## src/rtl/radix_integer_to_ascii_unit_defines.svh

```systemverilog
// ----------------------------------------------------------------------------
// radix_integer_to_ascii_unit_defines.svh
// Assertion macros shared by the radix integer to ASCII unit.
// ----------------------------------------------------------------------------
`ifndef RADIX_INTEGER_TO_ASCII_UNIT_DEFINES_SVH
`define RADIX_INTEGER_TO_ASCII_UNIT_DEFINES_SVH

// same-cycle implication, clocked on clk, off during reset
`define RITOA_ASSERT_NOW(label, ante, cons, msg) \
  label: assert property (@(posedge clk) disable iff (!rst_n) (ante) |-> (cons)) \
    else $error(msg);

// next-cycle implication, clocked on clk, off during reset
`define RITOA_ASSERT_NEXT(label, ante, cons, msg) \
  label: assert property (@(posedge clk) disable iff (!rst_n) (ante) |=> (cons)) \
    else $error(msg);

`endif

```

## src/rtl/ritoa_pkg.sv

```systemverilog
// ----------------------------------------------------------------------------
// ritoa_pkg
// Shared types, constants and helper functions of the radix integer to ASCII
// unit.
// ----------------------------------------------------------------------------
`timescale 1ns / 1ps

package ritoa_pkg;

  localparam int VALUE_BITS_DEF = 64;
  localparam int RADIX_W        = 6;
  localparam int DIGIT_W        = 6;
  localparam int CHAR_W         = 7;
  localparam int COUNT_W        = 7;
  localparam int STORE_DEPTH    = 64;
  localparam int ADDR_W         = 6;
  localparam int OUT_DATA_W     = 16;
  localparam int BITS_PER_STEP  = 4;

  localparam logic [RADIX_W-1:0] RADIX_MIN    = 6'd2;
  localparam logic [RADIX_W-1:0] RADIX_MAX    = 6'd36;
  localparam logic [DIGIT_W-1:0] DECIMAL_BASE = 6'd10;
  localparam logic [CHAR_W-1:0]  CHAR_ZERO    = 7'd48;
  localparam logic [CHAR_W-1:0]  CHAR_LETTER  = 7'd65;

  typedef struct packed {
    logic load;
    logic step;
    logic store;
    logic rd;
    logic next;
  } cmd_t;

  typedef struct packed {
    logic step_last;
    logic quo_zero;
    logic store_full;
    logic rd_last;
  } stat_t;

  function automatic logic [RADIX_W-1:0] legal_radix(input logic [RADIX_W-1:0] r);
    logic [RADIX_W-1:0] res;
    if (r < RADIX_MIN) begin
      res = RADIX_MIN;
    end else if (r > RADIX_MAX) begin
      res = RADIX_MAX;
    end else begin
      res = r;
    end
    return res;
  endfunction

  function automatic logic [CHAR_W-1:0] ascii_of(input logic [DIGIT_W-1:0] d);
    logic [CHAR_W-1:0] c;
    if (d < DECIMAL_BASE) begin
      c = CHAR_ZERO + {1'b0, d};
    end else begin
      c = CHAR_LETTER + {1'b0, d} - {1'b0, DECIMAL_BASE};
    end
    return c;
  endfunction

endpackage

```

## src/rtl/ritoa_ram.sv

```systemverilog
// ----------------------------------------------------------------------------
// ritoa_ram
// Generic single-write, single-read RAM with registered read data.
// ----------------------------------------------------------------------------
`timescale 1ns / 1ps

module ritoa_ram #(
  parameter int WIDTH = 8,
  parameter int DEPTH = 64,
  localparam int AW = (DEPTH > 1) ? $clog2(DEPTH) : 1
) (
  input  logic             clk,
  input  logic             we,
  input  logic [AW-1:0]    waddr,
  input  logic [WIDTH-1:0] wdata,
  input  logic             re,
  input  logic [AW-1:0]    raddr,
  output logic [WIDTH-1:0] rdata
);

  logic [WIDTH-1:0] mem_r [DEPTH];
  logic [WIDTH-1:0] rdata_r;

  always_ff @(posedge clk) begin
    if (we) begin
      mem_r[waddr] <= wdata;
    end
    if (re) begin
      rdata_r <= mem_r[raddr];
    end
  end

  assign rdata = rdata_r;

endmodule

```

## src/rtl/ritoa_ctrl.sv

```systemverilog
// ----------------------------------------------------------------------------
// ritoa_ctrl
// Sequencer: accepts a request, runs the digit divider per digit, then reads
// the digit store back most significant first onto the output register.
// ----------------------------------------------------------------------------
`timescale 1ns / 1ps

module ritoa_ctrl (
  input  logic              clk,
  input  logic              rst_n,
  input  logic              in_valid,
  output logic              in_ready,
  output logic              out_valid,
  input  logic              out_ready,
  input  ritoa_pkg::stat_t  stat,
  output ritoa_pkg::cmd_t   cmd
);

  typedef enum logic [2:0] {
    S_IDLE,
    S_DIV,
    S_STORE,
    S_READ,
    S_SEND
  } state_t;

  state_t state_r, state_nxt;
  logic   out_valid_r, out_valid_nxt;

  always_comb begin
    state_nxt     = state_r;
    out_valid_nxt = out_valid_r;
    cmd           = '0;
    case (state_r)
      S_IDLE: begin
        if (in_valid) begin
          cmd.load  = 1'b1;
          state_nxt = S_DIV;
        end
      end
      S_DIV: begin
        cmd.step = 1'b1;
        if (stat.step_last) begin
          state_nxt = S_STORE;
        end
      end
      S_STORE: begin
        cmd.store = 1'b1;
        if (stat.quo_zero || stat.store_full) begin
          state_nxt = S_READ;
        end else begin
          state_nxt = S_DIV;
        end
      end
      S_READ: begin
        cmd.rd        = 1'b1;
        out_valid_nxt = 1'b1;
        state_nxt     = S_SEND;
      end
      S_SEND: begin
        if (out_ready) begin
          out_valid_nxt = 1'b0;
          if (stat.rd_last) begin
            state_nxt = S_IDLE;
          end else begin
            cmd.next  = 1'b1;
            state_nxt = S_READ;
          end
        end
      end
      default: begin
        state_nxt     = S_IDLE;
        out_valid_nxt = 1'b0;
      end
    endcase
  end

  always_ff @(posedge clk) begin
    if (!rst_n) begin
      state_r     <= S_IDLE;
      out_valid_r <= 1'b0;
    end else begin
      state_r     <= state_nxt;
      out_valid_r <= out_valid_nxt;
    end
  end

  assign in_ready  = (state_r == S_IDLE);
  assign out_valid = out_valid_r;

endmodule

```

## src/rtl/ritoa_dpath.sv

```systemverilog
// ----------------------------------------------------------------------------
// ritoa_dpath
// Datapath: restoring divider (four quotient bits per cycle), digit store,
// digit counters and ASCII mapping of the read-back digit.
// ----------------------------------------------------------------------------
`timescale 1ns / 1ps

module ritoa_dpath #(
  parameter int VALUE_BITS = ritoa_pkg::VALUE_BITS_DEF
) (
  input  logic                              clk,
  input  logic                              rst_n,
  input  ritoa_pkg::cmd_t                   cmd,
  output ritoa_pkg::stat_t                  stat,
  input  logic [VALUE_BITS-1:0]             in_value,
  input  logic [ritoa_pkg::RADIX_W-1:0]     in_radix,
  output logic [ritoa_pkg::CHAR_W-1:0]      digit_char,
  output logic [ritoa_pkg::COUNT_W-1:0]     digit_count,
  output logic                              last_digit
);

  localparam int BPS   = ritoa_pkg::BITS_PER_STEP;
  localparam int QW    = ((VALUE_BITS + BPS - 1) / BPS) * BPS;
  localparam int STEPS = QW / BPS;
  localparam int SCW   = (STEPS > 1) ? $clog2(STEPS) : 1;
  localparam int DW    = ritoa_pkg::DIGIT_W;
  localparam int CW    = ritoa_pkg::COUNT_W;
  localparam int AW    = ritoa_pkg::ADDR_W;

  logic [QW-1:0]   quo_r, quo_nxt;
  logic [DW-1:0]   rem_r, rem_nxt;
  logic [DW-1:0]   base_r;
  logic [SCW-1:0]  step_r;
  logic [CW-1:0]   n_r;
  logic [AW-1:0]   k_r;
  logic [CW-1:0]   rd_idx;
  logic [DW-1:0]   rd_digit;

  // four restoring division steps on the remainder
  always_comb begin
    logic [DW:0]    t;
    logic [DW-1:0]  r;
    logic [BPS-1:0] qb;
    r  = rem_r;
    qb = '0;
    for (int i = 0; i < BPS; i++) begin
      t = {r, quo_r[QW-1-i]};
      if (t >= {1'b0, base_r}) begin
        r             = DW'(t - {1'b0, base_r});
        qb[BPS-1-i]   = 1'b1;
      end else begin
        r             = t[DW-1:0];
        qb[BPS-1-i]   = 1'b0;
      end
    end
    rem_nxt = r;
    quo_nxt = {quo_r[QW-BPS-1:0], qb};
  end

  always_ff @(posedge clk) begin
    if (cmd.load) begin
      quo_r  <= QW'(in_value);
      rem_r  <= '0;
      base_r <= ritoa_pkg::legal_radix(in_radix);
    end else if (cmd.step) begin
      quo_r <= quo_nxt;
      rem_r <= rem_nxt;
    end else if (cmd.store) begin
      rem_r <= '0;
    end
  end

  always_ff @(posedge clk) begin
    if (!rst_n) begin
      step_r <= '0;
      n_r    <= '0;
      k_r    <= '0;
    end else begin
      if (cmd.load) begin
        step_r <= '0;
        n_r    <= '0;
        k_r    <= '0;
      end else begin
        if (cmd.step) begin
          step_r <= stat.step_last ? '0 : step_r + SCW'(1);
        end
        if (cmd.store) begin
          n_r <= n_r + CW'(1);
        end
        if (cmd.next) begin
          k_r <= k_r + AW'(1);
        end
      end
    end
  end

  assign rd_idx = n_r - CW'(1) - CW'(k_r);

  ritoa_ram #(
    .WIDTH (DW),
    .DEPTH (ritoa_pkg::STORE_DEPTH)
  ) u_store (
    .clk   (clk),
    .we    (cmd.store),
    .waddr (n_r[AW-1:0]),
    .wdata (rem_r),
    .re    (cmd.rd),
    .raddr (rd_idx[AW-1:0]),
    .rdata (rd_digit)
  );

  assign stat.step_last  = (step_r == SCW'(STEPS - 1));
  assign stat.quo_zero   = (quo_r == '0);
  assign stat.store_full = (n_r == CW'(ritoa_pkg::STORE_DEPTH - 1));
  assign stat.rd_last    = ((CW'(k_r) + CW'(1)) == n_r);

  assign digit_char  = ritoa_pkg::ascii_of(rd_digit);
  assign digit_count = n_r;
  assign last_digit  = stat.rd_last;

endmodule

```

## src/rtl/radix_integer_to_ascii_unit.sv

```systemverilog
// ----------------------------------------------------------------------------
// radix_integer_to_ascii_unit
// Converts an unsigned integer to ASCII digits in a radix from 2 to 36.
// ----------------------------------------------------------------------------
// Usage:
//   A request on in_* carries a value and a radix (0/1 act as 2, above 36 as
//   36). The unit then sends one out_* item per digit, most significant
//   first: ASCII char ('0'-'9', 'A'-'Z'), total digit count, and out_tlast
//   on the final digit. A zero value gives the single digit '0'.
//   One request at a time: in_tready is high only while idle.
// Operation:
//   Each digit runs the value through the one shared restoring divider (four
//   quotient bits per cycle), then stores the remainder as the digit.
//   Readback takes each digit from the store, then the output register.
//   A 64-bit value in decimal gives at most 20 digits.
// Reset:
//   Synchronous active-low rst_n returns the sequencer to idle, drops
//   out_tvalid and clears the digit counters. The digit store is not cleared.
// Stall:
//   A stalled out_tready holds the current digit; the unit waits.
// ----------------------------------------------------------------------------
`timescale 1ns / 1ps
`include "radix_integer_to_ascii_unit_defines.svh"

module radix_integer_to_ascii_unit #(
  parameter int VALUE_BITS = ritoa_pkg::VALUE_BITS_DEF,
  localparam int IN_W = ((VALUE_BITS + ritoa_pkg::RADIX_W + 7) / 8) * 8
) (
  input  logic                             clk,
  input  logic                             rst_n,
  input  logic                             in_tvalid,
  output logic                             in_tready,
  // [VALUE_BITS-1:0] value, next 6 bits radix, zero fill above
  input  logic [IN_W-1:0]                  in_tdata,
  output logic                             out_tvalid,
  input  logic                             out_tready,
  // [6:0] digit_char, [13:7] digit_count, [15:14] zero
  output logic [ritoa_pkg::OUT_DATA_W-1:0] out_tdata,
  output logic                             out_tlast
);

  localparam int RW = ritoa_pkg::RADIX_W;
  localparam int CH = ritoa_pkg::CHAR_W;
  localparam int CW = ritoa_pkg::COUNT_W;

  ritoa_pkg::cmd_t  cmd;
  ritoa_pkg::stat_t stat;
  logic [CH-1:0]    digit_char;
  logic [CW-1:0]    digit_count;
  logic             last_digit;

  ritoa_ctrl u_ctrl (
    .clk       (clk),
    .rst_n     (rst_n),
    .in_valid  (in_tvalid),
    .in_ready  (in_tready),
    .out_valid (out_tvalid),
    .out_ready (out_tready),
    .stat      (stat),
    .cmd       (cmd)
  );

  ritoa_dpath #(
    .VALUE_BITS (VALUE_BITS)
  ) u_dpath (
    .clk         (clk),
    .rst_n       (rst_n),
    .cmd         (cmd),
    .stat        (stat),
    .in_value    (in_tdata[VALUE_BITS-1:0]),
    .in_radix    (in_tdata[VALUE_BITS +: RW]),
    .digit_char  (digit_char),
    .digit_count (digit_count),
    .last_digit  (last_digit)
  );

  assign out_tdata = {(ritoa_pkg::OUT_DATA_W - CH - CW)'(0), digit_count, digit_char};
  assign out_tlast = last_digit;

  `RITOA_ASSERT_NEXT(a_busy_after_req, in_tvalid && in_tready, !in_tready && !out_tvalid, "request not followed by busy")
  `RITOA_ASSERT_NEXT(a_idle_after_last, out_tvalid && out_tready && out_tlast, in_tready, "no return to idle after last digit")
  `RITOA_ASSERT_NOW(a_count_nonzero, out_tvalid, digit_count != '0, "digit count zero on output")
  `RITOA_ASSERT_NOW(a_no_overlap, out_tvalid, !in_tready, "input ready while sending digits")

endmodule

```

## config.mk

```make
export PLATFORM = sky130hd
export DESIGN_NAME = radix_integer_to_ascii_unit
export DESIGN_NICKNAME = d
export VERILOG_FILES = /design/src/rtl/ritoa_pkg.sv /design/src/rtl/ritoa_ram.sv /design/src/rtl/ritoa_ctrl.sv /design/src/rtl/ritoa_dpath.sv /design/src/rtl/radix_integer_to_ascii_unit.sv
export VERILOG_INCLUDE_DIRS = /design/src /design/src/rtl
export SDC_FILE = /design/constraint.sdc
export NUM_CORES = 1
export LEC_CHECK = 0
export BUFFER_PORTS_ARGS = -buffer_cell sky130_fd_sc_hd__buf_2
export CORE_MARGIN = 3
export CORE_UTILIZATION = 44
export CTS_CLUSTER_DIAMETER = 60
export DETAILED_ROUTE_END_ITERATION = 16
export PLACE_DENSITY_LB_ADDON = 0.15
export REMOVE_ABC_BUFFERS = 1
export SYNTH_ARGS = -nofsm -noshare
export SYNTH_HDL_FRONTEND = slang
export SYNTH_SLANG_ARGS = --single-unit
```

## constraint.sdc

```tcl
create_clock -name clk -period 7.7 [get_ports clk]
set_clock_uncertainty 0.15 [all_clocks]
set_input_delay 1.54 -clock clk [delete_from_list [all_inputs] [get_ports clk]]
set_output_delay 1.54 -clock clk [all_outputs]
set_load 0.1 [all_outputs]
```

# --- Yosys cells after proc, flatten, opt, wreduce, memory -nomap -nowiden ---
# Memories as Yosys holds them, arrays and structs flattened. A register that Yosys moved wholly into a read port is not among the register bits.
# Index checks and enable logic that the tools add are counted.
word_totals:
  romBits: 0
  latch_bits: 0
  input_bits: 76
  reg_bits: 97
  elab_cells: 85
  ram_bits: 384
  out_inout_bits: 19
  n_memories: 1
mem_list:
  columns: ["name", "words", "word_bits", "rd", "rd_clocked_by_memory_dff", "write_ports", "line_no", "rtl"]
  rows:
  - ["u_dpath.u_store.mem_r", 64, 6, 1, 1, 1, "ritoa_ram.sv:21", "logic [WIDTH-1:0] mem_r [DEPTH];"]
classes:
  add_sub_neg: 13
  mux: 33
  div: 0
  n_reduce_logical: 10
  mul: 0
  magnitude_cmp: 7
  bitwise: 2
  shift: 0
  n_eq_ne: 10
op_table:
  columns: ["cell", "count"]
  rows:
  - ["$mux W64", 2]
  - ["$logic_not A64 Y1", 1]
  - ["$mux W6", 7]
  - ["$sub A6 B6 Y6", 5]
  - ["$ge A7 B6 Y1", 4]
  - ["$mux W1", 15]
  - ["$pmux W3 S5", 1]
  - ["$mux W3", 3]
  - ["$add A6 B1 Y7 const B", 1]
  - ["$add A6 B6 Y7 const A", 1]
  - ["$add A7 B1 Y7 const B", 1]
  - ["$add A7 B6 Y7 const A", 1]
  - ["$eq A7 B6 Y1 const B", 1]
  - ["$eq A7 B7 Y1", 1]
  - ["$mux W7", 1]
  - ["$sub A7 B4 Y7 const B", 1]
  - ["$add A6 B1 Y6 const B", 1]
  - ["$eq A3 B2 Y1 const B", 2]
  - ["$gt A6 B6 Y1 const B", 1]
  - ["$lt A6 B2 Y1 const B", 1]
  - ["$lt A6 B4 Y1 const B", 1]
  - ["$sub A6 B1 Y6 const B", 1]
  - ["$add A4 B1 Y4 const B", 1]
  - ["$eq A4 B4 Y1 const B", 1]
  - ["15 further kinds", 20]

# --- Depth between registers and ports, before layout ---
# Gate-level depths: netlist of run 1.
depth:
  depth_word: 10
  ltp_mapped: 36
  ltp_nobuf: 34

# --- Modules after synthesis ---
# A second synthesis of run 1 with hierarchy kept.
unflattened:
  cells_unflattened: 1283
  area_unflattened_um2: 21435.6
by_module_without_submodules:
  columns: ["module", "cells_each", "instances", "seq_area_each_um2", "area_each_um2"]
  rows:
  - ["ritoa_ram", 720, 1, 11711.2, 15285.9]
  - ["ritoa_dpath", 523, 1, 2562.5, 5830.6]
  - ["ritoa_ctrl", 37, 1, 80.1, 300.3]
  - ["radix_integer_to_ascii_unit", 3, 1, 0.0, 18.8]

# --- Least setup slack after synthesis of run 1 ---
# Ideal clock, no wire load.
synth_path:
  path_kind: "register to register"
  start: "register u_dpath.rem_r[3]"
  end: "register u_dpath.rem_r[0]"
  synth_period_minus_slack_ns: 7.683
  required_time_ns: 7.432
  path_buffers: 2
  path_stages_with_launch: 33
  path_slack_ns: 0.017
  t_arrival_ns: 7.415
  setup_ns: 0.118
  cell_sequence: "dfxtp_1 -> ha_1 -> a21oi_1 -> a21bo_2 -> o211ai_1 -> o21ai_0 -> inv_1 -> ha_1 -> a21oi_1 -> o21ai_1 -> a21o_1 -> or2_4 -> buf_6 -> mux2_2 -> ha_1 -> and4_1 -> a31oi_1 -> o21ai_1 -> or2_4 -> mux2i_4 -> mux2_4 -> inv_1 -> ha_1 -> nor2b_1 -> o21ai_1 -> a21boi_1 -> o21ai_0 -> a21boi_0 -> a311o_1 -> a211o_1 -> buf_6 -> mux2i_1 -> a22o_1"
synth_between:
  elab_chain_cells: 9
  elab_cells_between_ends: 12
  classes_between: "3 x add/sub; 4 x order compare; 5 x mux"
synth_lines:
  columns: ["item", "line_no", "rtl"]
  rows:
  - ["from (decl)", "ritoa_dpath.sv:31", "logic [DW-1:0] rem_r, rem_nxt;"]
  - ["from (signal assigned)", "ritoa_dpath.sv:67", "rem_r <= rem_nxt;"]
  - ["$sub A6 B6 Y6 / $ge A7 B6 Y1 (equally long branches)", "ritoa_dpath.sv:49, ritoa_dpath.sv:48", null]
  - ["$mux W6 *", "ritoa_dpath.sv:48", "if (t >= {1'b0, base_r}) begin"]
  - ["$sub A6 B6 Y6 / $ge A7 B6 Y1 (equally long branches)", "ritoa_dpath.sv:49, ritoa_dpath.sv:48", null]
  - ["$mux W6 *", "ritoa_dpath.sv:48", null]
  - ["$ge A7 B6 Y1 / $sub A6 B6 Y6 (equally long branches)", "ritoa_dpath.sv:48, ritoa_dpath.sv:49", null]
  - ["$mux W6 *", "ritoa_dpath.sv:48", null]
  - ["$ge A7 B6 Y1 *", "ritoa_dpath.sv:48", null]
  - ["$mux W6 *", "ritoa_dpath.sv:48", null]
  - ["$mux W6 *", "ritoa_dpath.sv:65", "end else if (cmd.step) begin"]
# Mark *: on every way between the ends. The rest lies on a longest branch, timed or not.
# A chain may end at the register's enable or synchronous reset.

# --- Worst setup path in the final report of run 1 ---
layout_path:
  start: "register u_dpath.base_r[4]"
  end: "register u_dpath.rem_r[1]"
layout_between:
  elab_chain_cells: 9
  elab_cells_between_ends: 13
  classes_between: "4 x add/sub; 4 x order compare; 5 x mux"
layout_lines:
  columns: ["item", "line_no", "rtl"]
  rows:
  - ["from (decl)", "ritoa_dpath.sv:32", "logic [DW-1:0] base_r;"]
  - ["from (signal assigned)", "ritoa_dpath.sv:64", "base_r <= ritoa_pkg::legal_radix(in_radix);"]
  - ["$sub A6 B6 Y6 / $ge A7 B6 Y1 (equally long branches)", "ritoa_dpath.sv:49, ritoa_dpath.sv:48", null]
  - ["$mux W6", "ritoa_dpath.sv:48", null]
  - ["$sub A6 B6 Y6 / $ge A7 B6 Y1 (equally long branches)", "ritoa_dpath.sv:49, ritoa_dpath.sv:48", null]
  - ["$mux W6", "ritoa_dpath.sv:48", null]
  - ["$ge A7 B6 Y1 / $sub A6 B6 Y6 (equally long branches)", "ritoa_dpath.sv:48, ritoa_dpath.sv:49", null]
  - ["$mux W6", "ritoa_dpath.sv:48", null]
  - ["$sub A6 B6 Y6 / $ge A7 B6 Y1 (equally long branches)", "ritoa_dpath.sv:49, ritoa_dpath.sv:48", null]
  - ["$mux W6 *", "ritoa_dpath.sv:48", null]
  - ["$mux W6 *", "ritoa_dpath.sv:65", null]
# Marks and branches as above.

==> results.txt, run 1 <==
Avg Cell Area, Syn: 15.7 um^2
Status: complete, no violations
Standby leakage power: 0.00855 uW
Finished Core Util: 0.515
Num rows: 79
Logic pwr share: 0.363
GRT Util Overall: 0.191
Clock Path Buffers: 3
# DRC: 0
Worst-skew pair later-pin latency: 0.59 ns
Max Cap Violations: 0
Final net count: 1587
Core area: 0.0471 mm^2
Detailed Routing Iterations Pass 1: 5
Worst Tran Pin Value: 1.05 ns
Cell mode on critical path: o21ai_1
Clk sinks: 487
Headroom to the max-slew limit: 0.296
Synth Register Bits: 487
Async set-reset flop share out of synthesis: 0
Cells after synthesis: 1349
Nature of the critical path endpoint: register
Largest delay share family, worst path: compound AO/OA/AOI/OAI gates
H-tree depth: 2
Die area: 0.0509 mm^2
Critical path's largest stage delay: 0.49 ns
Port bufs: 90
Synth unique cells: 72
Layout cells sized above 1: 0.246
Clock power frac: 0.263
Starting DRT DRC Count: 777
Slowest cell on the critical path: o211ai_1
P per Cell Area: 383 mW/mm^2
Placement Setup Slack: 0.0412 ns
Sequential power share: 0.374
Clock-pin slew on the worst setup and hold paths: 0.06 ns
Worst EP arrival: 7.68 ns
TritonCTS clock tree: built
Minimum clock period: 7.35 ns
Sw frac: 0.321
Maximum VDD drop: 626 uV
Crit Path Class: register to register
P_sw: 2990 uW
HP Class: register to register
Post-synthesis sequential area ratio: 0.676
Critical path peak fanout: 7
Synthesis-to-layout area growth: 14.4%
Design area: 0.0243 mm^2
Vias in the first global route: 12100
Cells after DPL: 2014
Final setup violation count: 0
Largest net degree at the start of global routing: 67
Die Wd: 226 um
Startpoint Class: register
Starting Density: 0.450
YS warnings: 0
Dominant synthesized flop cell: edfxtp_1
Grt ovf: 0
Vias: 11800
Max Clock Freq: 0.136 GHz
Cell depth of the worst flop-to-flop path: 34
First-pass GRT wire length: 72900 um
Gpl congestion: 0.838
Cell count along the critical path: 34
Post-DP Area: 0.0224 mm^2
Final Non-Filler Cells: 2120
Fin worst setup slack: 0.345 ns
Tcrit/Tclk final: 0.955
P_int: 6320 uW
Final Hold Fails: 0
# IOs: 95
Post-synth EDFFs: 460
DRT antenna net count: 0
DRT Wirelength: 47700 um
Mapped cell area: 0.0212 mm^2
Total Power: 9310 uW
Crit path required time: 8.02 ns
Cell depth of the worst hold path: 2
Vias/cell: 5.54
Largest cells by area after synthesis: edfxtp_1 65%, mux4_2 13%, nand2_1 3.9%
Die H: 226 um
DP Wirelength: 29600 um
Initial antenna violation count: 2
Fin. max-slew vios: 0
Synth top area share: 0.650
Root buffer cell: clkbuf_16
# fillers: 3963
CTS buffer count: 52
Buf/Inv on CP: 2
WL/cell: 22.5 um
Synth area leader: edfxtp_1
-- final cells by class --
type                    instances  area, um^2  area share
diodes                          1        2.50    0.000103
clock buffers                  75        1450      0.0597
repair buffers                127         728      0.0300
multi-input cells             767        6650       0.274
well taps                     607         759      0.0313
clock inverters                20         214     0.00881
flip-flops and latches        487       14400       0.591
inverters                      36         135     0.00556
-- state kept, by name, summed over array words and instances, names as in the netlist --
register               cells
u_dpath.rem_r              6
u_ctrl.out_valid           1
u_ctrl.state_r             3
u_dpath.step_r             4
u_dpath.k_r                6
u_dpath.u_store.mem_r    384
u_dpath.digit_count        7
u_dpath.base_r             6
u_dpath.u_store.rdata      6
u_dpath.quo_r             64
-- final timing paths --
path / slack [ns] / end / from
max: 0.35 / u_dpath.rem_r[1] / u_dpath.base_r[4]
min: 0.35 / u_dpath.step_r[3] / u_dpath.step_r[3]
max reg2reg: 0.35 / u_dpath.rem_r[1] / u_dpath.base_r[4]
min reg2reg: 0.35 / u_dpath.step_r[3] / u_dpath.step_r[3]
-- tightest hold or removal path, delay by kind of cell (launching register included) --
kind	cells	cell delay, ns
flops	1	0.32
compound gates	2	0.13
-- cell usage after synthesis (2+ instances only) --
master / instances
mux2_2: 8
edfxtp_1: 460
buf_4: 4
or3b_2: 3
nand2_1: 222
nand2b_1: 5
a31oi_1: 2
nor3b_1: 4
a21boi_0: 3
a211oi_1: 7
buf_1: 5
o21ai_1: 9
ha_1: 35
nor2_1: 113
nand3b_1: 2
nand3_1: 9
clkbuf_1: 39
o211ai_1: 4
buf_2: 10
a21oi_1: 35
and2_1: 6
and3_1: 4
nor4_1: 18
xnor2_1: 25
buf_6: 3
or3_1: 4
or2_4: 2
dfxtp_1: 27
fa_1: 5
a22o_1: 2
o21ai_0: 17
mux2i_1: 19
o21bai_1: 2
nor2b_1: 15
a21o_1: 7
nor3_1: 6
nand4_1: 7
xor2_1: 10
mux4_2: 120
inv_1: 36
o21a_1: 4
-- repair_timing --
action / CTS / global route
hold buffers: 0 / 0
buffers inserted: 0 / 9
resized for setup: 0 / 20
endpoints found under the setup margin: 0 / 7
-- kinds of logic (layout without fill, tap and decap cells) --
group                    after synthesis  in the layout  synth area share
XOR/XNOR                              35             35            0.0144
other                                  1              3          0.000177
adder cells (fa/ha/maj)               40             40            0.0253
AND/OR/NAND/NOR                      432            433            0.0893
buffers and inverters                 97            258            0.0195
flip-flops                           487            487             0.676
multiplexers                         149            149             0.142
AO/OA/AOI/OAI                        108            108            0.0332
-- per-stage QoR --
stage,hold WS (ns),setup TNS (ns)
finish,0.354,0
global route,0.399,-0.116
CTS,0.348,0
detailed placement,0.339,0
global placement,0.323,0
floorplan,0.308,0
-- power by group through the flow --
stage          clock network (uW)  registers (uW)  logic [uW]
2_1_floorplan                   0            3600        2200
3_3_place_gp                    0            3530        3000
3_5_place_dp                    0            3530        3050
4_1_cts                      2500            3480        3060
5_1_grt                      2600            3500        3740
6_report                     2450            3480        3380
-- cell usage in the layout (no fill, tap or decap), types with 9 or more instances in the layout --
cell type	netlist	final
a21oi_1	35	31
buf_2	10	90
buf_4	4	37
clkbuf_1	39	19
clkbuf_16	0	54
clkinv_1	0	9
dfxtp_1	27	21
edfxtp_1	460	460
ha_1	35	29
inv_1	36	35
mux2i_1	19	17
mux4_2	120	120
nand2_1	222	220
nand3_1	9	9
nor2_1	113	112
nor2b_1	15	15
nor4_1	18	18
o21ai_0	17	16
o21ai_1	9	10
xnor2_1	25	22
xor2_1	10	10
-- layer usage --
metal	global-route usage	share of wire	vias up
met5	0	0.00027	-
met4	0.0478	0.022	2
met3	0.0451	0.069	79
met2	0.307	0.47	345
met1	0.266	0.43	5924
li1	-	-	5402
Power figures use the tool's default switching activity.
==> run 2: changes to the inputs <==
--- a/config.mk
+++ b/config.mk
@@ -12,7 +12,6 @@
 export CTS_CLUSTER_DIAMETER = 60
 export DETAILED_ROUTE_END_ITERATION = 16
 export PLACE_DENSITY_LB_ADDON = 0.15
-export REMOVE_ABC_BUFFERS = 1
 export SYNTH_ARGS = -nofsm -noshare
 export SYNTH_HDL_FRONTEND = slang
 export SYNTH_SLANG_ARGS = --single-unit
==> results.txt, run 2 (synthesis results as in run 1) <==
Status: complete, no violations (unchanged)
Die Wd: 226 um (unchanged)
Root buffer cell: clkbuf_16 (unchanged)
Largest delay share family, worst path: compound AO/OA/AOI/OAI gates (unchanged)
Critical path's largest stage delay: 0.49 ns (about the same)
Final Hold Fails: 0 (unchanged)
Die area: 0.0509 mm^2 (unchanged)
Setup TNS: 0 ns (unchanged)
Fin worst setup slack: 0.345 ns (about the same)
Layout cells sized above 1: 0.244 (was 0.246)
Startpoint Class: register (unchanged)
Starting Density: 0.450 (unchanged)
Final Non-Filler Cells: 2114 (was 2120)
Port bufs: 90 (unchanged)
Cells after DPL: 2015 (was 2014)
Commonest non-fill, non-tap cell in the layout: edfxtp_1 (unchanged)
FF-to-FF End: u_dpath.rem_r[5] (was u_dpath.rem_r[1])
H-tree depth: 2 (unchanged)
P per Cell Area: 382 mW/mm^2 (was 383 mW/mm^2)
Max Cap Violations: 0 (unchanged)
Most flops, register: u_dpath.u_store.mem_r (unchanged)
TritonCTS clock tree: built (unchanged)
First-pass GRT wire length: 72900 um (about the same)
Hold endpoint: u_dpath.step_r[3] (unchanged)
Total Power: 9280 uW (was 9310 uW)
Worst Tran Pin Value: 1.16 ns (was 1.05 ns)
Vias: 11700 (was 11800)
Post-DP Area: 0.0225 mm^2 (was 0.0224 mm^2)
Vias/cell: 5.54 (about the same)
Worst-skew pair later-pin latency: 0.61 ns (was 0.59 ns)
Vias in the first global route: 12000 (was 12100)
Design area: 0.0243 mm^2 (about the same)
Num rows: 79 (unchanged)
Placement Setup Slack: 0.263 ns (was 0.0412 ns)
Grt ovf: 0 (unchanged)
Clock Path Buffers: 3 (unchanged)
Tcrit/Tclk final: 0.955 (about the same)
R2r startpoint: u_dpath.base_r[4] (unchanged)
Cell depth of the worst hold path: 2 (unchanged)
Buf/Inv on CP: 2 (unchanged)
Antenna cell count: 0 (was 1)
DP Wirelength: 30500 um (was 29600 um)
Setup crit start: u_dpath.base_r[4] (unchanged)
Critical path peak fanout: 8 (was 7)
# DRC: 0 (unchanged)
Crit path required time: 8.02 ns (about the same)
WL/cell: 22.9 um (was 22.5 um)
# IOs: 95 (unchanged)
Initial antenna violation count: 0 (was 2)
Headroom to the max-slew limit: 0.222 (was 0.296)
DRT antenna net count: 0 (unchanged)
DRT Wirelength: 48400 um (was 47700 um)
Slowest cell on the critical path: o211ai_1 (unchanged)
Hold-fix buffers at CTS: 0 (unchanged)
Nature of the critical path endpoint: register (unchanged)
Die H: 226 um (unchanged)
Fin. max-slew vios: 0 (unchanged)
Max reg flops: 384 (unchanged)
Standby leakage power: 0.00858 uW (was 0.00855 uW)
Min-Delay Startpoint: u_dpath.step_r[3] (unchanged)
Most frequent cells in the layout: 460 x edfxtp_1, 220 x nand2_1, 120 x mux4_2, 113 x nor2_1, 90 x buf_2 (was 460 x edfxtp_1, 220 x nand2_1, 120 x mux4_2, 112 x nor2_1, 90 x buf_2)
Clock-pin slew on the worst setup and hold paths: 0.06 ns (about the same)
Final net count: 1580 (was 1587)
Crit Path Class: register to register (unchanged)
Cell depth of the worst flop-to-flop path: 33 (was 34)
FF-to-FF setup slack: 0.35 ns (about the same)
Maximum VDD drop: 370 uV (was 626 uV)
Largest net degree at the start of global routing: 71 (was 67)
Gpl congestion: 0.809 (was 0.838)
GRT Util Overall: 0.192 (was 0.191)
Clk sinks: 487 (unchanged)
# fillers: 3934 (was 3963)
Minimum clock period: 7.35 ns (about the same)
Starting DRT DRC Count: 974 (was 777)
Max Clock Freq: 0.136 GHz (about the same)
CTS buffer count: 53 (was 52)
Detailed Routing Iterations Pass 1: 5 (unchanged)
Core area: 0.0471 mm^2 (unchanged)
Synthesis-to-layout area growth: 14.4% (about the same)
Worst EP arrival: 7.67 ns (was 7.68 ns)
Final setup violation count: 0 (unchanged)
HP Class: register to register (unchanged)
run 2: power breakdown:
part	switching, uW	internal, uW
Combinational	1840	1370
Sequential	107	3370
Clock	1060	1540
run 2: per-layer routing:
layer,vias up,routed length (um),GRT usage
met1,5904,21600,0.275
li1,5413,-,-
met5,-,0,0
met2,340,23300,0.311
met3,59,2630,0.0346
met4,0,846,0.0439
run 2: how the worst max path moves through the flow:
stage / slack, ns / cells after the start / endpoint
finish: 0.35 / 33 / u_dpath.rem_r[5]
CTS: 0.22 / 31 / u_dpath.rem_r[1]
global route: -0.13 / 34 / u_dpath.rem_r[0]
floorplan: 0.02 / 32 / u_dpath.rem_r[0]
global placement: 0.30 / 31 / u_dpath.rem_r[1]
detailed placement: 0.26 / 31 / u_dpath.rem_r[1]
run 2: cell type report:
type | count | area (um^2) | area share
Tap cell | 607 | 759 | 0.0313
Sequential cell | 487 | 14400 | 0.591
Clock inverter | 37 | 405 | 0.0167
Timing Repair Buffer | 120 | 676 | 0.0278
Inverter | 36 | 135 | 0.00556
Clock buffer | 61 | 1390 | 0.0571
Multi-Input combinational cell | 766 | 6580 | 0.271
run 2: tightest hold or removal path: stages (launching register included):
cell and delay (ns):
dfxtp_1 0.31, o21ai_0 0.07, a21oi_1 0.06
run 2: metrics by stage:
stage | util | hold slack [ns]
after global routing | 0.515 | 0.381
after global placement | 0.476 | 0.325
after CTS | 0.514 | 0.351
final | 0.515 | 0.345
after floorplan | - | 0.308
after detailed placement | 0.476 | 0.341
run 2: repair_timing:
action / in CTS / in global routing
endpoints found under the setup margin: 0 / 7
setup buffers: 0 / 1
gates resized for setup: 0 / 11
==> run 3: changes to the inputs <==
--- a/config.mk
+++ b/config.mk
@@ -11,6 +11,7 @@
 export CORE_UTILIZATION = 44
 export CTS_CLUSTER_DIAMETER = 60
 export DETAILED_ROUTE_END_ITERATION = 16
+export GPL_TIMING_DRIVEN = 0
 export PLACE_DENSITY_LB_ADDON = 0.15
 export SYNTH_ARGS = -nofsm -noshare
 export SYNTH_HDL_FRONTEND = slang
==> constraint.sdc (replaced) <==
create_clock -name clk -period 8 [get_ports clk]
set_clock_uncertainty 0.15 [all_clocks]
set_input_delay 1.6 -clock clk [delete_from_list [all_inputs] [get_ports clk]]
set_output_delay 1.6 -clock clk [all_outputs]
set_load 0.1 [all_outputs]
==> results.txt, run 3 (synthesis results as in run 1) <==
Die H: 226 um (unchanged)
Standby leakage power: 0.00859 uW (was 0.00858 uW)
Finished Core Util: 0.518 (was 0.515)
Clock-pin slew on the worst setup and hold paths: 0.06 ns (about the same)
Critical path peak fanout: 46 (was 8)
Final Hold Fails: 0 (unchanged)
Slowest cell on the critical path: dfxtp_4 (was o211ai_1)
Die area: 0.0509 mm^2 (unchanged)
H-tree depth: 2 (unchanged)
Crit path required time: 8.33 ns (was 8.02 ns)
Commonest non-fill, non-tap cell in the layout: edfxtp_1 (unchanged)
Die Wd: 226 um (unchanged)
Gpl congestion: 0.786 (was 0.809)
Detailed Routing Iterations Pass 1: 5 (unchanged)
WL/cell: 22.6 um (was 22.9 um)
Port bufs: 90 (unchanged)
DRT Wirelength: 48800 um (was 48400 um)
Most flops, register: u_dpath.u_store.mem_r (unchanged)
TritonCTS clock tree: built (unchanged)
Hold endpoint: u_dpath.step_r[1] (was u_dpath.step_r[3])
Worst Tran Pin Value: 1.26 ns (was 1.16 ns)
Cell depth of the worst hold path: 2 (unchanged)
Design area: 0.0244 mm^2 (was 0.0243 mm^2)
FF-to-FF End: u_dpath.rem_r[0] (was u_dpath.rem_r[5])
GRT Util Overall: 0.195 (was 0.192)
Setup TNS: 0 ns (unchanged)
Vias in the first global route: 12100 (was 12000)
HP Class: register to register (unchanged)
Maximum VDD drop: 492 uV (was 370 uV)
Post-DP Area: 0.0226 mm^2 (was 0.0225 mm^2)
Hold-fix buffers at CTS: 0 (unchanged)
Worst-skew pair later-pin latency: 0.60 ns (was 0.61 ns)
Max reg flops: 384 (unchanged)
Most frequent cells in the layout: 460 x edfxtp_1, 221 x nand2_1, 120 x mux4_2, 113 x nor2_1, 100 x buf_2 (was 460 x edfxtp_1, 220 x nand2_1, 120 x mux4_2, 113 x nor2_1, 90 x buf_2)
DP Wirelength: 33100 um (was 30500 um)
Minimum clock period: 7.55 ns (was 7.35 ns)
Clock Path Buffers: 3 (unchanged)
Max Clock Freq: 0.132 GHz (was 0.136 GHz)
Hold WS: 0.350 ns (was 0.345 ns)
Grt ovf: 0 (unchanged)
Synthesis-to-layout area growth: 15.0% (was 14.4%)
Total Power: 8820 uW (was 9280 uW)
Root buffer cell: clkbuf_16 (unchanged)
Min-Delay Startpoint: u_dpath.step_r[1] (was u_dpath.step_r[3])
DRT antenna net count: 0 (unchanged)
Final setup violation count: 0 (unchanged)
Cell depth of the worst flop-to-flop path: 34 (was 33)
Starting Density: 0.450 (unchanged)
Headroom to the max-slew limit: 0.151 (was 0.222)
Layout cells sized above 1: 0.236 (was 0.244)
FF-to-FF setup slack: 0.45 ns (was 0.35 ns)
Largest net degree at the start of global routing: 66 (was 71)
P per Cell Area: 361 mW/mm^2 (was 382 mW/mm^2)
Vias: 12000 (was 11700)
Worst EP arrival: 7.87 ns (was 7.67 ns)
Status: complete, no violations (unchanged)
R2r startpoint: u_dpath.rem_r[2] (was u_dpath.base_r[4])
Startpoint Class: register (unchanged)
Nature of the critical path endpoint: register (unchanged)
Num rows: 79 (unchanged)
Max Cap Violations: 0 (unchanged)
Crit Path Class: register to register (unchanged)
Tcrit/Tclk final: 0.943 (was 0.955)
Final net count: 1629 (was 1580)
First-pass GRT wire length: 74300 um (was 72900 um)
Critical path's largest stage delay: 0.43 ns (was 0.49 ns)
Core area: 0.0471 mm^2 (unchanged)
# IOs: 95 (unchanged)
Fin. max-slew vios: 0 (unchanged)
Initial antenna violation count: 0 (unchanged)
Vias/cell: 5.54 (about the same)
Clk sinks: 487 (unchanged)
Starting DRT DRC Count: 1111 (was 974)
Antenna cell count: 0 (unchanged)
CTS buffer count: 51 (was 53)
# DRC: 0 (unchanged)
run 3: cell count changes in the layout (fill, tap and decap cells not counted), moves of 5 or more:
| cell | delta |
|---|---|
| clkbuf_1 | +38 |
| buf_4 | -14 |
| buf_2 | +10 |
| buf_1 | +5 |
| clkinv_2 | +5 |
run 3: power breakdown:
part           switching, uW  internal, uW
Combinational           1710          1400
Sequential               165          3240
Clock                    987          1320
Total                   2860          5960
run 3: layout make-up:
| class | count | area (um^2) |
|---|---|---|
| Timing Repair Buffer | 110 | 702 |
| Tap cell | 607 | 759 |
| Sequential cell | 487 | 14400 |
| Inverter | 36 | 135 |
| Buffer | 61 | 279 |
| Clock inverter | 37 | 309 |
| Clock buffer | 57 | 1320 |
| Fill cell | 3886 | 22700 |
| Multi-Input combinational cell | 766 | 6550 |
run 3: critical path, delay by kind of cell, from the launching register on:
kind / cells / cell delay [ns]
muxes: 5 / 1.30
and+or+nand+nor: 6 / 1.17
AOI/OAI and AO/OA: 13 / 2.27
buffers and inverters: 6 / 0.86
adders and majority gates: 4 / 1.24
DFF: 1 / 0.43
run 3: routing by layer:
layer / GRT usage / vias to the layer above / wire length, um
li1: - / 5490 / -
met1: 0.282 / 6045 / 21700
met2: 0.305 / 363 / 22800
met3: 0.0373 / 76 / 3180
met4: 0.0533 / 0 / 1090
met5: 0 / - / 0
run 3: metrics by stage:
| step | instances | worst slack, ns |
|---|---|---|
| global route | 2161 | -0.0129 |
| detailed placement | 2053 | -0.442 |
| CTS | 2151 | 0.0143 |
| floorplan | 1350 | 0.317 |
| finish | 2161 | 0.453 |
| global placement | 2047 | -1.47 |
run 3: how the worst max path moves through the flow:
| stage | start | endpoint | slack, ns | depth (start not counted) |
|---|---|---|---|---|
| final | u_dpath.rem_r[2] | u_dpath.rem_r[0] | 0.45 | 34 |
| after global routing | u_dpath.rem_r[2] | u_dpath.rem_r[0] | -0.01 | 34 |
| after CTS | u_dpath.rem_r[2] | u_dpath.rem_r[0] | 0.01 | 34 |
| after detailed placement | u_dpath.rem_r[3] | u_dpath.rem_r[0] | -0.44 | 33 |
| after global placement | u_dpath.rem_r[1] | u_dpath.rem_r[0] | -1.47 | 32 |
| after floorplan | u_dpath.rem_r[3] | u_dpath.rem_r[0] | 0.32 | 32 |
run 3: timing repair:
| item | in CTS | in global routing |
|---|---|---|
| setup endpoints to repair | 7 | 7 |
| setup buffers | 4 | 10 |
| pin swaps | 1 | 1 |
| gates resized for setup | 7 | 9 |
